===== src/sv/smx_pkg.sv =====
`timescale 1ns / 1ps
// ----------------------------------------------------------------------------
// smx_pkg
// Shared sizes, opcodes, error codes and divider handshake types for the
// stack machine executor.
// ----------------------------------------------------------------------------
package smx_pkg;

  localparam int STACK_DEPTH = 16;
  localparam int VAR_COUNT   = 256;
  localparam int DATA_WIDTH  = 32;

  localparam int OP_W   = 5;
  localparam int IDX_W  = 8;
  localparam int IO_W   = 32;
  localparam int ERR_W  = 2;

  localparam int SP_W   = $clog2(STACK_DEPTH + 1);
  localparam int STK_AW = $clog2(STACK_DEPTH);
  localparam int VAR_AW = $clog2(VAR_COUNT);
  localparam int DIV_CW = $clog2(DATA_WIDTH);

  typedef logic [DATA_WIDTH-1:0] word_t;

  typedef enum logic [OP_W-1:0] {
    OPC_PUSHV = 5'd0,
    OPC_PUSHI = 5'd1,
    OPC_STO   = 5'd2,
    OPC_STP   = 5'd3,
    OPC_ADD   = 5'd4,
    OPC_SUB   = 5'd5,
    OPC_MUL   = 5'd6,
    OPC_DIV   = 5'd7,
    OPC_EQ    = 5'd11,
    OPC_NE    = 5'd12,
    OPC_LT    = 5'd13,
    OPC_GT    = 5'd14,
    OPC_LE    = 5'd15,
    OPC_GE    = 5'd16,
    OPC_AND   = 5'd17,
    OPC_OR    = 5'd18,
    OPC_NOT   = 5'd19,
    OPC_IN    = 5'd20,
    OPC_OUT   = 5'd21,
    OPC_STOP  = 5'd22
  } opcode_t;

  typedef enum logic [ERR_W-1:0] {
    ERR_OK    = 2'd0,
    ERR_UNDER = 2'd1,
    ERR_OVER  = 2'd2,
    ERR_DIV0  = 2'd3
  } err_t;

  typedef struct packed {
    logic  start;
    word_t dividend;
    word_t divisor;
  } div_req_t;

  typedef struct packed {
    logic  done;
    word_t quotient;
  } div_rsp_t;

endpackage


===== src/sv/smx_div.sv =====
`timescale 1ns / 1ps
// ----------------------------------------------------------------------------
// smx_div
// Signed restoring divider, one quotient bit per cycle, truncating toward
// zero. The divisor is never zero when started.
// ----------------------------------------------------------------------------
module smx_div (
  input  logic             clk,
  input  logic             rst_n,
  input  smx_pkg::div_req_t req,
  output smx_pkg::div_rsp_t rsp
);
  import smx_pkg::*;

  logic              busy_r, busy_nxt;
  logic              done_r, done_nxt;
  logic              neg_r, neg_nxt;
  logic [DIV_CW-1:0] cnt_r, cnt_nxt;
  word_t             rem_r, rem_nxt;
  word_t             quo_r, quo_nxt;
  word_t             dvs_r, dvs_nxt;
  logic [DATA_WIDTH:0] rem_sh;

  function automatic word_t mag(input word_t v);
    mag = v[DATA_WIDTH-1] ? word_t'(-v) : v;
  endfunction

  always_comb begin
    busy_nxt = busy_r;
    done_nxt = 1'b0;
    neg_nxt  = neg_r;
    cnt_nxt  = cnt_r;
    rem_nxt  = rem_r;
    quo_nxt  = quo_r;
    dvs_nxt  = dvs_r;
    rem_sh   = {rem_r, quo_r[DATA_WIDTH-1]};
    if (req.start) begin
      busy_nxt = 1'b1;
      neg_nxt  = req.dividend[DATA_WIDTH-1] ^ req.divisor[DATA_WIDTH-1];
      cnt_nxt  = '0;
      rem_nxt  = '0;
      quo_nxt  = mag(req.dividend);
      dvs_nxt  = mag(req.divisor);
    end else if (busy_r) begin
      // shift one dividend bit into the partial remainder
      if (rem_sh >= {1'b0, dvs_r}) begin
        rem_nxt = word_t'(rem_sh - {1'b0, dvs_r});
        quo_nxt = {quo_r[DATA_WIDTH-2:0], 1'b1};
      end else begin
        rem_nxt = rem_sh[DATA_WIDTH-1:0];
        quo_nxt = {quo_r[DATA_WIDTH-2:0], 1'b0};
      end
      cnt_nxt = cnt_r + DIV_CW'(1);
      if (cnt_r == DIV_CW'(DATA_WIDTH - 1)) begin
        busy_nxt = 1'b0;
        done_nxt = 1'b1;
      end
    end
  end

  always_ff @(posedge clk) begin
    if (!rst_n) begin
      busy_r <= 1'b0;
      done_r <= 1'b0;
    end else begin
      busy_r <= busy_nxt;
      done_r <= done_nxt;
    end
    neg_r <= neg_nxt;
    cnt_r <= cnt_nxt;
    rem_r <= rem_nxt;
    quo_r <= quo_nxt;
    dvs_r <= dvs_nxt;
  end

  assign rsp.done     = done_r;
  assign rsp.quotient = neg_r ? word_t'(-quo_r) : quo_r;

endmodule

===== config.mk =====
export PLATFORM = sky130hd
export DESIGN_NAME = smx_div
export DESIGN_NICKNAME = d
export VERILOG_FILES = /design/src/sv/smx_pkg.sv /design/src/sv/smx_div.sv
export SDC_FILE = /design/constraint.sdc
export NUM_CORES = 1
export LEC_CHECK = 0
export BUFFER_PORTS_ARGS = -buffer_cell sky130_fd_sc_hd__buf_2
export CAP_MARGIN = 15
export CORE_ASPECT_RATIO = 1.75
export CORE_MARGIN = 2
export CORE_UTILIZATION = 35
export DETAILED_ROUTE_END_ITERATION = 10
export SYNTH_ARGS = -nofsm -noshare
export SYNTH_HDL_FRONTEND = slang
export SYNTH_SLANG_ARGS = --single-unit

===== constraint.sdc =====
create_clock -name clk -period 5.7 [get_ports clk]
set_input_delay 0.285 -clock clk [delete_from_list [all_inputs] [get_ports clk]]
set_output_delay 0.285 -clock clk [all_outputs]
set_load 0.03 [all_outputs]

* Yosys cells after proc, flatten, opt, wreduce, memory -nomap -nowiden
Index checks and enable logic that the tools add are counted.
** Word-level totals
- Register bits after elaboration :: 104
- Input port bits :: 67
- Word-level logic and storage cells :: 31
** Operators by class
- Magnitude comparators :: 1
- Equal/unequal tests :: 1
- Bitwise gates (word level) :: 3
- Multiplexer cells :: 11
- Reductions and logical operators :: 2
- $add $sub $neg :: 5
** Operator list (number)
- $mux 32 :: 5
- $neg 32->32 :: 3
- $ge 33x32->1 :: 1
- $sub 32x32->32 :: 1
- $mux 31 :: 1
- $add 5x1->5 const B :: 1
- $eq 5x5->1 const B :: 1
- $mux 1 :: 5
- $reduce_or 3->1 :: 1
- $not 1->1 :: 2
- $reduce_bool 2->1 :: 1
- $xor 1x1->1 :: 1

* Logic depth before layout (Yosys ltp)
- Depth after elaboration :: 4
- Gate-level depth with buffers :: 13
- Gate-level depth less buffers :: 11

* Worst setup path before layout
No wires, ideal clock.
- Path kind :: register to output
- Start :: register quo_r[17]
- End :: output port rsp[31] (netlist bit)
- Path buffers :: 0
- Arrival time :: 2527 ps
- Cell stages (with the launch flop) :: 8
- Slack :: 2888 ps
- Cells stage by stage :: edfxtp_1 -> or4_1 -> or4_1 -> or2_1 -> nor4_2 -> nand2_1 -> o31ai_1 -> xnor2_1
** RTL lines
- start: declaration :: line smx_div.sv:20 : word_t quo_r, quo_nxt;
- start signal: assignment :: line smx_div.sv:72 : quo_r <= quo_nxt;
- end: declaration :: line smx_div.sv:11 : output smx_pkg::div_rsp_t rsp

==> flow_metrics.py <==
metrics = {
    "status": {
        "run_status": "finished, final reports clean",
    },
    "yosys": {
        "synthesis.area_sq_um": 7750,
        "synth.yosys.warnings": 0,
        "synth_cell_type_count": 67,
        "ys.flop_type": "sky130_fd_sc_hd__edfxtp_1",
        "async_reset_ff_share_pct": 0,
        "seq_area_frac_synth_pct": 35.3,
        "synth_enable_flop_cells": 65,
        "ys_seq_elements": 104,
        "synth_cells": 896,
        "synth_nets": 1001,
        "avgSynthCellArea_sq_um": 8.65,
    },
    "sta": {
        "tightest_slew_ns": 1.00,
        "finalHoldViolations": 0,
        "max-slew-margin-rel_pct": 33.2,
        "min_period_over_period_pct": 62.1,
        "final-setup-viol-count": 0,
        "worst_clock_skew_ns": 0.0101,
        "post-route-min-period_ns": 3.54,
        "grt_setup_unrepaired": "false",
        "final_max_slew_viol_count": 0,
        "fin_setup_tns_ns": 0,
        "fmax_achieved_mhz": 282,
        "worst_hold_slack_ns": 0.156,
    },
    "critical_path": {
        "critPathLaunchType": "flop",
        "crit_path_max_incr_delay_ns": 0.60,
        "timing.critical_path.cells": "or4_1 > or4_1 > or2_1 > nor4_2 > nand2_1 > o31ai_1 > xnor2_1 > buf_2",
        "path_max_fanout": 4,
        "critPathCaptureType": "primary output",
        "worstRegToRegCells": 11,
        "data_required_time_at_the_worst_endpoint_ns": 5.41,
        "worst_path_dominant_cell_family": "simple AND/OR/NAND/NOR gates",
        "crit_top_cell": "sky130_fd_sc_hd__or4_1",
        "crit_path_end": "rsp[31]",
        "crit_path_top_delay_cell": "sky130_fd_sc_hd__or4_1",
        "critical_path_class": "flop to primary output",
        "worst-path-buf-inv": 1,
        "crit-reg2reg-launch": "dvs_r[6]",
        "critical_path_arrival_ns": 3.26,
        "path_depth": 8,
        "r2r-end": "rem_r[3]",
        "timing.critical_path.from": "quo_r[17]",
        "reg2reg_setup_slack_ns": 2.49,
    },
    "place": {
        "place_inst": 1250,
        "port-buffer-count": 99,
        "finalWeightedCongestion": 0.849,
        "hpwlAfterDp_um": 15300,
    },
    "floorplanning": {
        "die_area_sq_um": 23400,
        "io-pin-count": 100,
        "start_util_pct": 35.4,
        "die_height_um": 201,
        "core.rowCount": 72,
        "die_w_um": 116,
        "core_area_sq_um": 21900,
    },
    "grt": {
        "grtUsageTotal_pct": 17.0,
        "antenna_found_initial": 0,
        "global_route_wire_length_before_repair_um": 31800,
        "grt_overflow_total": 0,
        "first_global_vias": 6535,
        "grt_start_max_net_pins": 92,
    },
    "detailed_routing": {
        "post_drt_via_cell_ratio": 5.17,
        "avgRoutedWirePerCell_um": 15.4,
        "drt-pass1-iter-count": 4,
        "drt_first_iter_violations": 240,
        "drc": 0,
        "num_vias": 6543,
        "route.antenna.remaining_nets": 0,
        "routed_wirelength_um": 19400,
    },
    "cts": {
        "clk_transition_reported_paths_ns": 0.08,
        "h-tree-depth": 3,
        "numCtsBuffers": 9,
        "clock-sinks": 104,
        "post_cts.repair.setup_buffers": 0,
        "insertion_delay_ns": 0.35,
        "cts_root_buf": "sky130_fd_sc_hd__clkbuf_16",
        "clk_path_buf_depth": 2,
        "cts_resized": 0,
        "tritoncts": "yes",
        "cts_hold_buffers": 0,
    },
    "pwr": {
        "totalPowerFinal_mw": 2.37,
        "power_per_unit_of_standard_cell_area_nw_per_um2": 270,
        "power.static_leakage_nw": 3.46,
        "worst_ir_drop_vdd_mv": 0.170,
    },
    "run": {
        "count_of_max_cap_constraint_violations": 0,
    },
    "hold_path": {
        "hold_path_startpoint": "req[0]",
        "worstHoldPathType": "input pin to flop",
    },
    "final_layout": {
        "final-instance-count-excl-fill": 1266,
        "flow.area_growth_from_synthesis_pct": 13.2,
        "post_route_cells_drive_above_1_share_pct": 14.7,
        "num_antenna_cells": 0,
        "post_layout_nets": 1070,
    },
}
logic make-up after synthesis:
logic type	after synthesis	share of synthesized area [%]
AOI/OAI and AO/OA	234	20.3
xor gates and xnor gates	118	13.3
adders and majority gates	38	6.23
buffers and inverters	95	4.73
DFF	104	35.3
muxes	4	0.533
and+or+nand+nor	303	19.6
how the worst min path moves through the flow:
| stage | to | cells past startpoint |
|---|---|---|
| floorplan | dvs_r[0] | 0 |
| global placement | rem_r[6] | 2 |
| detailed placement | cnt_r[3] | 2 |
| CTS | dvs_r[0] | 1 |
| global route | dvs_r[0] | 1 |
| finish | dvs_r[0] | 1 |
sequential cells by signal, indices dropped and copies added, names as in the netlist:
register  count
cnt_r         5
neg_r         1
busy_r        1
rem_r        32
done_r        1
quo_r        32
dvs_r        32
final cells by class:
cell class | instances | area [sq um]
Inverter | 50 | 188
Clock inverter | 7 | 76.3
Timing Repair Buffer | 103 | 528
Tap cell | 296 | 370
Fill cell | 2260 | 13100
Sequential cell | 104 | 2730
Clock buffer | 9 | 225
Multi-Input combinational cell | 697 | 4650
metal layers:
layer | wire [um] | vias up | track usage (%)
li1 | - | 3373 | -
met1 | 7410 | 3031 | 17.6
met2 | 11000 | 109 | 33.4
met3 | 451 | 30 | 1.78
met4 | 590 | 0 | 6.63
met5 | 0 | - | 0
report_power, final:
part	total (mW)	leakage, nW	internal [mW]	switching, mW
sequential	0.950	0.958	0.887	0.0628
clock	0.640	0.153	0.346	0.293
combinational	0.778	2.35	0.296	0.483
per-stage QoR:
stage                     cell area [sq um]  setup slack (ns)  util [%]
after floorplan                        7750              2.89         -
after global placement                 8470              2.40      38.7
after detailed placement               8470              2.34      38.7
after CTS                              8770              2.09      40.1
after global routing                   8770              1.95      40.1
final                                  8770              2.16      40.1
cells in the final DEF, fill, tap and decap left out, drive strengths merged, types with 12 or more instances in the layout:
cell type,netlist,final
a311oi,27,27
or4,13,13
dfxtp,39,39
nand4,13,13
buf,8,103
or3,13,13
o21ai,60,60
a21o,16,16
o41ai,13,13
nand2b,13,13
nand2,103,103
o31ai,27,27
nor2,84,84
nand3,14,14
a21oi,53,53
inv,50,54
nor3,12,12
ha,37,37
edfxtp,65,65
xnor2,76,76
xor2,42,42
synthesized netlist by cell type, drive strengths merged, types with 5 or more instances:
| cell type | instances | area [sq um] |
|---|---|---|
| or2 | 5 | 31.3 |
| o21ai | 60 | 300 |
| o41ai | 13 | 148 |
| nor3 | 12 | 71.3 |
| xnor2 | 76 | 666 |
| inv | 50 | 188 |
| and3 | 6 | 37.5 |
| buf | 8 | 40.0 |
| nand3 | 14 | 70.1 |
| nand2 | 103 | 387 |
| a31oi | 6 | 37.5 |
| nor2b | 7 | 43.8 |
| dfxtp | 39 | 781 |
| or4 | 13 | 113 |
| a311oi | 27 | 236 |
| nor4 | 6 | 80.1 |
| nor2 | 84 | 323 |
| a21oi | 53 | 265 |
| nand2b | 13 | 81.3 |
| or3 | 13 | 91.3 |
| a211oi | 5 | 37.5 |
| edfxtp | 65 | 1950 |
| o31ai | 27 | 208 |
| clkbuf | 37 | 139 |
| ha | 37 | 463 |
| xor2 | 42 | 368 |
| o21a | 5 | 37.5 |
| a21o | 16 | 120 |
| nand4 | 13 | 81.3 |
Power figures use the tool's default switching activity.
